--- config.mk ---
export PLATFORM = sky130hd
export DESIGN_NAME = fat_chain_block_allocator
export DESIGN_NICKNAME = d
export VERILOG_FILES = /design/src/rtl/fcba_pkg.sv /design/src/rtl/fcba_ram.sv /design/src/rtl/fcba_table.sv /design/src/rtl/fat_chain_block_allocator.sv
export SDC_FILE = /design/constraint.sdc
export NUM_CORES = 2
export LEC_CHECK = 0
export BUFFER_PORTS_ARGS = -buffer_cell sky130_fd_sc_hd__buf_2
export CORE_UTILIZATION = 35
export CTS_CLUSTER_DIAMETER = 30
export DETAILED_ROUTE_END_ITERATION = 6
export PLACE_DENSITY_LB_ADDON = 0.25
export SETUP_SLACK_MARGIN = 0.1
export SLEW_MARGIN = 40
export SYNTH_ARGS = -nofsm -noshare
export SYNTH_HDL_FRONTEND = slang
export SYNTH_HIERARCHICAL = 1
export SYNTH_SLANG_ARGS = --single-unit
export TNS_END_PERCENT = 30
--- constraint.sdc ---
create_clock -name clk -period 11.7 [get_ports clk]
set_clock_uncertainty 0.15 [all_clocks]
set_input_delay 2.34 -clock clk [delete_from_list [all_inputs] [get_ports clk]]
set_output_delay 2.34 -clock clk [all_outputs]
set_load 0.02 [all_outputs]
--- src/rtl/fcba_pkg.sv ---
// ----------------------------------------------------------------------------
// fcba_pkg
// Shared types and constants for the chained block allocator.
// ----------------------------------------------------------------------------
package fcba_pkg;

  localparam int unsigned DEFAULT_BLOCK_COUNT = 256;
  localparam int unsigned LINK_W              = 8;
  localparam int unsigned ENTRY_W             = LINK_W + 1;

  // One link table entry: all zero is a free block
  typedef struct packed {
    logic              end_flag;
    logic [LINK_W-1:0] link;
  } entry_t;

  localparam entry_t ENTRY_FREE = '{end_flag: 1'b0, link: '0};
  localparam entry_t ENTRY_END  = '{end_flag: 1'b1, link: '0};

  typedef enum logic [1:0] {
    REQ_ALLOC      = 2'd0,
    REQ_ALLOC_LINK = 2'd1,
    REQ_FREE_CHAIN = 2'd2,
    REQ_NEXT       = 2'd3
  } req_t;

endpackage

--- src/rtl/fcba_ram.sv ---
// ----------------------------------------------------------------------------
// fcba_ram
// Generic single write, single read RAM with registered read data.
// ----------------------------------------------------------------------------
module fcba_ram #(
  parameter int unsigned WIDTH = 8,
  parameter int unsigned DEPTH = 256,
  localparam int unsigned AW   = (DEPTH > 1) ? $clog2(DEPTH) : 1
) (
  input  logic             clk,
  input  logic             we,
  input  logic [AW-1:0]    waddr,
  input  logic [WIDTH-1:0] wdata,
  input  logic             re,
  input  logic [AW-1:0]    raddr,
  output logic [WIDTH-1:0] rdata
);

  logic [WIDTH-1:0] mem [DEPTH];

  always_ff @(posedge clk) begin
    if (we) begin
      mem[waddr] <= wdata;
    end
    if (re) begin
      rdata <= mem[raddr];
    end
  end

endmodule

--- src/rtl/fcba_table.sv ---
// ----------------------------------------------------------------------------
// fcba_table
// Link table: RAM plus one valid bit per entry, so that reset gives
// block 0 as end of chain and every other block as free.
// ----------------------------------------------------------------------------
module fcba_table
  import fcba_pkg::*;
#(
  parameter int unsigned DEPTH = DEFAULT_BLOCK_COUNT,
  localparam int unsigned AW   = (DEPTH > 1) ? $clog2(DEPTH) : 1
) (
  input  logic          clk,
  input  logic          rst,
  input  logic          rd_en,
  input  logic [AW-1:0] rd_addr,
  output entry_t        rd_entry,
  input  logic          wr_en,
  input  logic [AW-1:0] wr_addr,
  input  entry_t        wr_entry
);

  logic [DEPTH-1:0] valid;
  logic             rd_valid;
  logic             rd_zero;
  logic [ENTRY_W-1:0] ram_rdata;

  fcba_ram #(
    .WIDTH (ENTRY_W),
    .DEPTH (DEPTH)
  ) u_ram (
    .clk   (clk),
    .we    (wr_en),
    .waddr (wr_addr),
    .wdata (wr_entry),
    .re    (rd_en),
    .raddr (rd_addr),
    .rdata (ram_rdata)
  );

  always_ff @(posedge clk) begin
    if (rst) begin
      valid <= '0;
    end else if (wr_en) begin
      valid[wr_addr] <= 1'b1;
    end
    if (rd_en) begin
      rd_valid <= valid[rd_addr];
      rd_zero  <= (rd_addr == '0);
    end
  end

  // Unwritten entries read as their reset value
  always_comb begin
    if (rd_valid) begin
      rd_entry = entry_t'(ram_rdata);
    end else if (rd_zero) begin
      rd_entry = ENTRY_END;
    end else begin
      rd_entry = ENTRY_FREE;
    end
  end

endmodule

--- src/rtl/fat_chain_block_allocator.sv ---
// ----------------------------------------------------------------------------
// fat_chain_block_allocator
// Block allocator over a table of next-block links, one request at a time.
// ----------------------------------------------------------------------------
// Allocate scans the table one entry per cycle; free-chain reads and checks
// each block it walks; next-link lookup reads the entry, checks it and then
// finishes. One request at a time: the next is taken once the result is loaded
// into the output register and the block is back in idle.
// Reset: the table valid bits clear; no clearing pass.
module fat_chain_block_allocator
  import fcba_pkg::*;
#(
  parameter int unsigned BLOCK_COUNT = DEFAULT_BLOCK_COUNT
) (
  input  logic              clk,
  input  logic              rst,
  input  logic              in_valid,
  output logic              in_ready,
  input  logic [1:0]        req_type,
  input  logic [LINK_W-1:0] block,
  output logic              out_valid,
  input  logic              out_ready,
  output logic [LINK_W-1:0] result_block,
  output logic              end_of_chain,
  output logic              status
);

  localparam int unsigned DEPTH = (BLOCK_COUNT < 256) ? BLOCK_COUNT : 256;
  localparam int unsigned AW    = (DEPTH > 1) ? $clog2(DEPTH) : 1;
  localparam logic [LINK_W:0] DEPTH_L = (LINK_W + 1)'(DEPTH);

  typedef enum logic [2:0] {
    ST_IDLE,
    ST_SCAN,
    ST_LINK,
    ST_WALK_RD,
    ST_WALK_CHK,
    ST_LOOK_RD,
    ST_LOOK_CHK,
    ST_FINISH
  } state_t;

  state_t            state;
  req_t              req_q;
  logic [LINK_W-1:0] blk_q;
  logic [LINK_W:0]   scan_addr;
  logic              scan_pend;
  logic [AW-1:0]     pend_addr;
  logic [LINK_W-1:0] cur;
  logic [LINK_W:0]   steps;
  logic [LINK_W-1:0] res_q;
  logic              eoc_q;
  logic              st_q;

  logic          rd_en;
  logic [AW-1:0] rd_addr;
  entry_t        rd_entry;
  logic          wr_en;
  logic [AW-1:0] wr_addr;
  entry_t        wr_entry;
  logic          found;
  logic          blk_in_range;
  logic          in_blk_in_range;
  logic          cur_in_range;

  fcba_table #(
    .DEPTH (DEPTH)
  ) u_table (
    .clk      (clk),
    .rst      (rst),
    .rd_en    (rd_en),
    .rd_addr  (rd_addr),
    .rd_entry (rd_entry),
    .wr_en    (wr_en),
    .wr_addr  (wr_addr),
    .wr_entry (wr_entry)
  );

  assign in_ready        = (state == ST_IDLE);
  assign blk_in_range    = ({1'b0, blk_q} < DEPTH_L);
  assign in_blk_in_range = ({1'b0, block} < DEPTH_L);
  assign cur_in_range    = ({1'b0, cur} < DEPTH_L);
  assign found           = (state == ST_SCAN) && scan_pend && (rd_entry == ENTRY_FREE);

  // Table port control
  always_comb begin
    rd_en    = 1'b0;
    rd_addr  = scan_addr[AW-1:0];
    wr_en    = 1'b0;
    wr_addr  = pend_addr;
    wr_entry = ENTRY_END;
    unique case (state)
      ST_SCAN: begin
        rd_en = (scan_addr < DEPTH_L) && !found;
        wr_en = found;
      end
      ST_LINK: begin
        wr_en    = 1'b1;
        wr_addr  = blk_q[AW-1:0];
        wr_entry = '{end_flag: 1'b0, link: res_q};
      end
      ST_WALK_RD: begin
        rd_en   = (steps < DEPTH_L) && cur_in_range;
        rd_addr = cur[AW-1:0];
      end
      ST_WALK_CHK: begin
        wr_en    = 1'b1;
        wr_addr  = cur[AW-1:0];
        wr_entry = ENTRY_FREE;
      end
      ST_LOOK_RD: begin
        rd_en   = 1'b1;
        rd_addr = blk_q[AW-1:0];
      end
      default: begin
      end
    endcase
  end

  always_ff @(posedge clk) begin
    if (rst) begin
      state     <= ST_IDLE;
      out_valid <= 1'b0;
      scan_pend <= 1'b0;
    end else begin
      if (out_valid && out_ready && state != ST_FINISH) begin
        out_valid <= 1'b0;
      end
      unique case (state)
        ST_IDLE: begin
          if (in_valid) begin
            req_q     <= req_t'(req_type);
            blk_q     <= block;
            cur       <= block;
            steps     <= '0;
            scan_addr <= (LINK_W + 1)'(1);
            scan_pend <= 1'b0;
            res_q     <= '0;
            eoc_q     <= 1'b0;
            st_q      <= 1'b0;
            unique case (req_t'(req_type)) inside
              REQ_ALLOC, REQ_ALLOC_LINK: state <= ST_SCAN;
              REQ_FREE_CHAIN: state <= in_blk_in_range ? ST_WALK_RD : ST_FINISH;
              REQ_NEXT:       state <= in_blk_in_range ? ST_LOOK_RD : ST_FINISH;
            endcase
          end
        end
        ST_SCAN: begin
          // Reads are pipelined: the entry checked belongs to the previous address
          scan_pend <= rd_en;
          pend_addr <= scan_addr[AW-1:0];
          if (rd_en) begin
            scan_addr <= scan_addr + 1'b1;
          end
          if (found) begin
            res_q <= LINK_W'(pend_addr);
            if (req_q == REQ_ALLOC_LINK && blk_in_range) begin
              state <= ST_LINK;
            end else begin
              state <= ST_FINISH;
            end
          end else if (!scan_pend && scan_addr >= DEPTH_L) begin
            st_q  <= 1'b1;
            state <= ST_FINISH;
          end
        end
        ST_LINK: begin
          state <= ST_FINISH;
        end
        ST_WALK_RD: begin
          state <= rd_en ? ST_WALK_CHK : ST_FINISH;
        end
        ST_WALK_CHK: begin
          // Stop at a free or end-of-chain entry, else follow the link
          if (rd_entry == ENTRY_FREE || rd_entry.end_flag) begin
            state <= ST_FINISH;
          end else begin
            cur   <= rd_entry.link;
            steps <= steps + 1'b1;
            state <= ST_WALK_RD;
          end
        end
        ST_LOOK_RD: begin
          state <= ST_LOOK_CHK;
        end
        ST_LOOK_CHK: begin
          if (rd_entry.end_flag) begin
            eoc_q <= 1'b1;
          end else begin
            res_q <= rd_entry.link;
          end
          state <= ST_FINISH;
        end
        ST_FINISH: begin
          // Hold until the output register is free
          if (!out_valid || out_ready) begin
            out_valid    <= 1'b1;
            result_block <= res_q;
            end_of_chain <= eoc_q;
            status       <= st_q;
            state        <= ST_IDLE;
          end
        end
        default: begin
          state <= ST_IDLE;
        end
      endcase
    end
  end

endmodule
## Word-level counts from Yosys, hierarchy flattened

Memory sizes are Yosys's and may differ from the RTL's. A register that Yosys moved wholly into a read port is not among the register bits.
Cells that the tools add are included.

- Register bits after elaboration: 327
- Word-level logic and storage cells: 129
- Input port bits: 14
- Output and inout bits: 12
- Memories kept: 1
- Memory bits (writable): 2304

Memory list:

| name | depth | width | read ports | clocked after Yosys merged registers in | write ports | line | source |
|---|---|---|---|---|---|---|---|
| u_table.u_ram.mem | 256 | 9 | 1 | 1 | 1 | fcba_ram.sv:19 | `logic [WIDTH-1:0] mem [DEPTH];` |

- Magnitude comparators: 6
- Eq/ne operators: 22
- Bitwise operators: 2
- Add/sub/neg operators: 2
- Muxes and demuxes: 45
- Reduce and logical (&&, ||, !) cells: 33

Operators with widths:

| kind | number |
|---|---|
| bitwise OR 256 bit | 1 |
| two-way mux 9 bit | 6 |
| case mux 9 bit (2 select lines) | 3 |
| case mux 8 bit (2 select lines) | 3 |
| two-way mux 8 bit | 5 |
| case mux 8 bit (3 select lines) | 1 |
| case mux 3 bit (7 select lines) | 1 |
| adder 9 x 1 -> 9 bit, second input constant | 2 |
| less-than comparator 8 x 9 -> 1 bit, second input constant | 2 |
| less-than comparator 9 bit, second input constant | 2 |
| two-way mux 3 bit | 6 |
| != test 2 bit, second input constant | 8 |
| equality test 3 bit, second input constant | 4 |
| AND reduction 4 bit | 3 |
| two-way mux 1 bit | 11 |
| AND reduction 5 bit | 2 |
| greater-or-equal comparator 9 bit, second input constant | 1 |
| zero test 9 bit | 1 |
| case mux 3 bit (3 select lines) | 1 |
| AND reduction 3 bit | 3 |
| binary-select mux 1 bit (select 8 bit) | 1 |
| demux 1 bit (select 8 bit) | 1 |
| greater-or-equal comparator 8 x 1 -> 1 bit, second input constant | 1 |
| zero test 8 bit | 1 |
| 20 further kinds | 40 |

## Depth between registers and ports, before layout

- Depth after elaboration: 9
- Gate-level depth with buffers: 16
- Gate-level depth less buffers: 10

## Cells and area by module

Netlist, hierarchy kept.

Modules (own cells, without submodules):

| module | area each (sq um) | cells an instance | instances | seq. area each (sq um) |
|---|---|---|---|---|
| fcba_ram | 89368.2 | 4237 | 1 | 69456.6 |
| fcba_table | 10244.8 | 1090 | 1 | 5185.0 |
| fat_chain_block_allocator | 3422.0 | 297 | 1 | 2021.9 |

## Worst setup path after synthesis

OpenSTA, ideal clock, no wires.

- Path type: reg-to-reg
- From: reg state[1]
- To: mem u_table/u_ram/mem[235][0] (netlist bit), enable pin
- Stages on the path, launching flop included: 12
- Data arrival time: 8861 ps
- Buffers on the path: 4
- Setup time: 374 ps
- Period minus slack after synthesis: 9385 ps
- Required time: 11176 ps
- Setup slack: 2315 ps
- Cells stage by stage: dfxtp_1 > buf_2 > nor3b_2 > nor2_1 > nand2_1 > nand2_1 > clkbuf_1 > nor2b_1 > clkbuf_1 > nand4_1 > clkbuf_1 > nor2_1

- Elaborated cells between the ends (all ways): 10
- Classes of those cells: eq/ne: 3; mux: 4; reduce/logical: 3

RTL lines:

| what | line | source |
|---|---|---|
| from (decl) | fat_chain_block_allocator.sv:43 | `state_t state;` |
| from (signal assigned) | fat_chain_block_allocator.sv:143 | `REQ_FREE_CHAIN: state <= in_blk_in_range ? ST_WALK_RD : ST_FINISH;` |
| from (signal assigned) | fat_chain_block_allocator.sv:144 | `REQ_NEXT: state <= in_blk_in_range ? ST_LOOK_RD : ST_FINISH;` |
| from (signal assigned) | fat_chain_block_allocator.sv:171 | `state <= rd_en ? ST_WALK_CHK : ST_FINISH;` |
| equality test 3 bit / equality test 3 x 2 -> 1 bit (equally long branches) | fat_chain_block_allocator.sv:92 | `unique case (state)` |
| case mux 8 bit (2 select lines) (*) | fat_chain_block_allocator.sv:92 |  |
| via wr_addr[3] | fat_chain_block_allocator.sv:59 | `logic [AW-1:0] wr_addr;` |
| to (decl) | fcba_ram.sv:19 |  |

Mark *: on every way through the listed nets, which the timed path passes. The rest lies on a longest branch.

## Final worst setup path

- From: reg state[0]
- To: reg u_table.u_ram.rdata[6] (read register of u_table.u_ram.mem), data pin

- Elaborated cells between the ends (all ways): 9
- Classes of those cells: eq/ne: 3; mux: 2; reduce/logical: 4

RTL lines:

| what | line | source |
|---|---|---|
| equality test 3 bit / equality test 3 x 2 -> 1 bit (equally long branches) | fat_chain_block_allocator.sv:92 |  |
| case mux 8 bit (2 select lines) (*) | fat_chain_block_allocator.sv:92 |  |
| via rd_addr[1] | fat_chain_block_allocator.sv:56 | `logic [AW-1:0] rd_addr;` |
| to (decl) | fcba_ram.sv:16 | `output logic [WIDTH-1:0] rdata` |

Marks and branches as above.
A chain may end at the register's enable or synchronous reset.

==> metrics <==
switching power total 0.0117 W; largest net degree at the start of global routing 190; hold slack 0.295 ns; syn_area_per_cell 18.3 um2; Flop pwr share 31.7%; pwr dens 283 nW/um2; critical-path cell list nand2_1 -> o22a_1 -> o22ai_1 -> a21oi_4 -> buf_12 -> buf_4 -> mux4_2 -> a22oi_1 -> o31a_1 -> o21ai_0 -> a211oi_1 -> nor4_1; Die Ht 545 um; final hold violation count 0; CTS hold repair buffers 0; Die ar. 297000 um2; highest metal used met4; Final setup viols 0; internal reg-to-reg setup slack 5.71 ns; setup bufs post-CTS 0; Worst-Skew Late Latency 0.91 ns; switch share 32.9%; CTS clk-pin slew, worst paths 0.05 ns; Yosys Warn Count 6; Routed met3 length 20.8 mm; combinational share of power 29.0%; maximum fanout along the worst path 89; routed wl met2 131 mm; Final Cycle Share 51.2%; Main synth FF type edfxtp_1; initial drt markers 5727; worst endpoint required time 12.16 ns; Post-Synthesis Cells 5624; placed inst area 109000 um2; chip width 545 um; post-DP HPWL 161 mm; element type at the critical path end register; Seq/Total Area, Yosys 74.4%; Avg Vias per Cell 5.43; max-cap violation count 0; Port-buffer cells 25; final worst setup slack 5.71 ns; Core Region 292000 um2; io pins 26; Slew Limit Headroom 33.6%; maximum vdd drop 293 uV; Synth Cell Area 103000 um2; total track usage 18.5%; Crit Path Class reg2reg; layout cells sized above 1 29.4%; post-CTS sizing 0; GP Congestion 0.820; Finished Cell Area 125000 um2; min Tclk post-route 5.99 ns; initial core utilization 35.3%; CTS Sinks 2640; WL/cell 27.1 um; Pleak 40.6 nW; critical path's largest stage delay 0.92 ns; RSZ-0062 raised after global routing no; DRC viols 0; Max Clk Rate 0.167 GHz; syn nets 5640; number of synthesized flops with an enable pin 2379; CTS tree done; Layout Cells excl Fill 10300; WL met1 118 mm; Setup crit start kind register; synthesized flop and latch total 2640; commonest cells after routing, fill and taps aside 2379 x edfxtp_1, 510 x mux4_2, 485 x clkbuf_16, 365 x nor2_1, 360 x a21oi_1; FP Rows 198; Area growth syn-to-layout 21.7%; TNS Setup 0 ns; fin. max-slew vios 0; vias in the first global route 56400; Synth cell types 81; Power Internal 0.0238 W; clk buf depth 4; Synth area leaders edfxtp_1 69%, mux4_2 11%, dfxtp_1 5.1%; Final Net Count 5950; CP max-delay cell a211oi_1; CP arrival 6.45 ns; Post-synth ARST share 0%; status finished, final reports clean; largest area contributor in the netlist edfxtp_1; post-synth top area share 69.3%; Clk pwr share 39.3%; routed via count 55700; pre-CTS setup slack 5.59 ns; HP Class reg2reg; Final ANT Viol Nets 0; Placed Cells 9338; total iterations of the first detailed-routing run 5; drt total wl 278 mm; fillers 25400; first-pass GRT wire length 400 mm; CTS root buf clkbuf_16; H-tree Lvls 5; leading cell type in the layout, fill and taps excluded edfxtp_1; Num CTS Buffers 484; total gr overflow 0; initial antenna violation count 6; worst-margin pin slew 0.990 ns
[critical path: cells and delay by family (launching register included)]
| kind | cells | cell delay [ns] |
|---|---|---|
| AOI/OAI and AO/OA | 7 | 2.63 |
| muxes | 1 | 0.41 |
| buffers and inverters | 2 | 1.13 |
| and+or+nand+nor | 2 | 0.54 |
| DFF | 1 | 0.55 |
[Yosys cell counts (all sizes together) (5+ instances only)]
library cell	n
o22ai	85
o22a	10
o31a	8
and3	14
nand4	15
mux2i	203
edfxtp	2379
o21ai	48
nor4	32
mux2	31
a21oi	370
nand2b	19
clkbuf	191
nand3b	6
and3b	5
xor2	7
a22oi	185
mux4	527
nand2	100
dfxtp	261
nor2	613
a22o	18
nor2b	40
nand3	48
and2	21
a211oi	27
a2111oi	6
xnor2	7
o221ai	43
buf	170
a31oi	15
or2	6
nor3	31
nor3b	7
inv	9
a221oi	14
[cell families after synthesis]
logic type	Yosys count	synth area share (%)
flops	2640	74.4
simple gates	970	4.17
compound gates	864	5.36
mux	761	13.9
buf+inv	373	2.04
xor+xnor	14	0.119
fa+ha+maj	2	0.0243
[sequential cells by signal, indices dropped and copies added, names as in the netlist, 3 cells and up]
register             count
scan_addr                9
res_q                    8
steps                    9
u_table/u_ram/mem     2304
pend_addr                8
state                    3
blk_q                    8
cur                      8
u_table/u_ram/rdata      9
u_table/valid          256
result_block             8
[final timing paths]
check / from / end / cells after the start
setup / recovery: state[0] / u_table/u_ram/rdata[6] / 12
hold / removal: st_q / status / 0
setup reg to reg: state[0] / u_table/u_ram/rdata[6] / 12
hold reg to reg: st_q / status / 0
[per-stage QoR]
step           utilization [%]  total power, W
2_1_floorplan                -          0.0179
3_3_place_gp              36.8          0.0214
3_5_place_dp              37.2          0.0217
4_1_cts                   42.9          0.0357
5_1_grt                   43.0          0.0367
6_report                  43.0          0.0355
[area by class of cell]
cell class	instances	area [um2]	share of cell area, %
Clock inverter	354	4070	3.24
Timing Repair Buffer	185	1860	1.49
Clock buffer	551	12500	9.98
Sequential cell	2640	76700	61.1
Antenna cell	3	7.51	0.00599
Tap cell	3900	4880	3.89
Multi-Input combinational cell	2611	25400	20.2
Inverter	12	45.0	0.0359
[metal layers]
layer / up-vias / track usage (%)
met3: 462 / 4.04
li1: 23600 / -
met1: 29500 / 25.4
met2: 2114 / 29.2
met4: 0 / 5.79
met5: - / 0
[power by group through the flow]
stage / Sequential [W] / Combinational (W) / Clock [W]
2_1_floorplan: 0.0115 / 0.00639 / 0
3_3_place_gp: 0.0114 / 0.00999 / 0
3_5_place_dp: 0.0114 / 0.0102 / 0
4_1_cts: 0.0113 / 0.0103 / 0.0142
5_1_grt: 0.0113 / 0.0108 / 0.0146
6_report: 0.0113 / 0.0103 / 0.0140
Note: power is estimated with default switching activity, not from simulation.
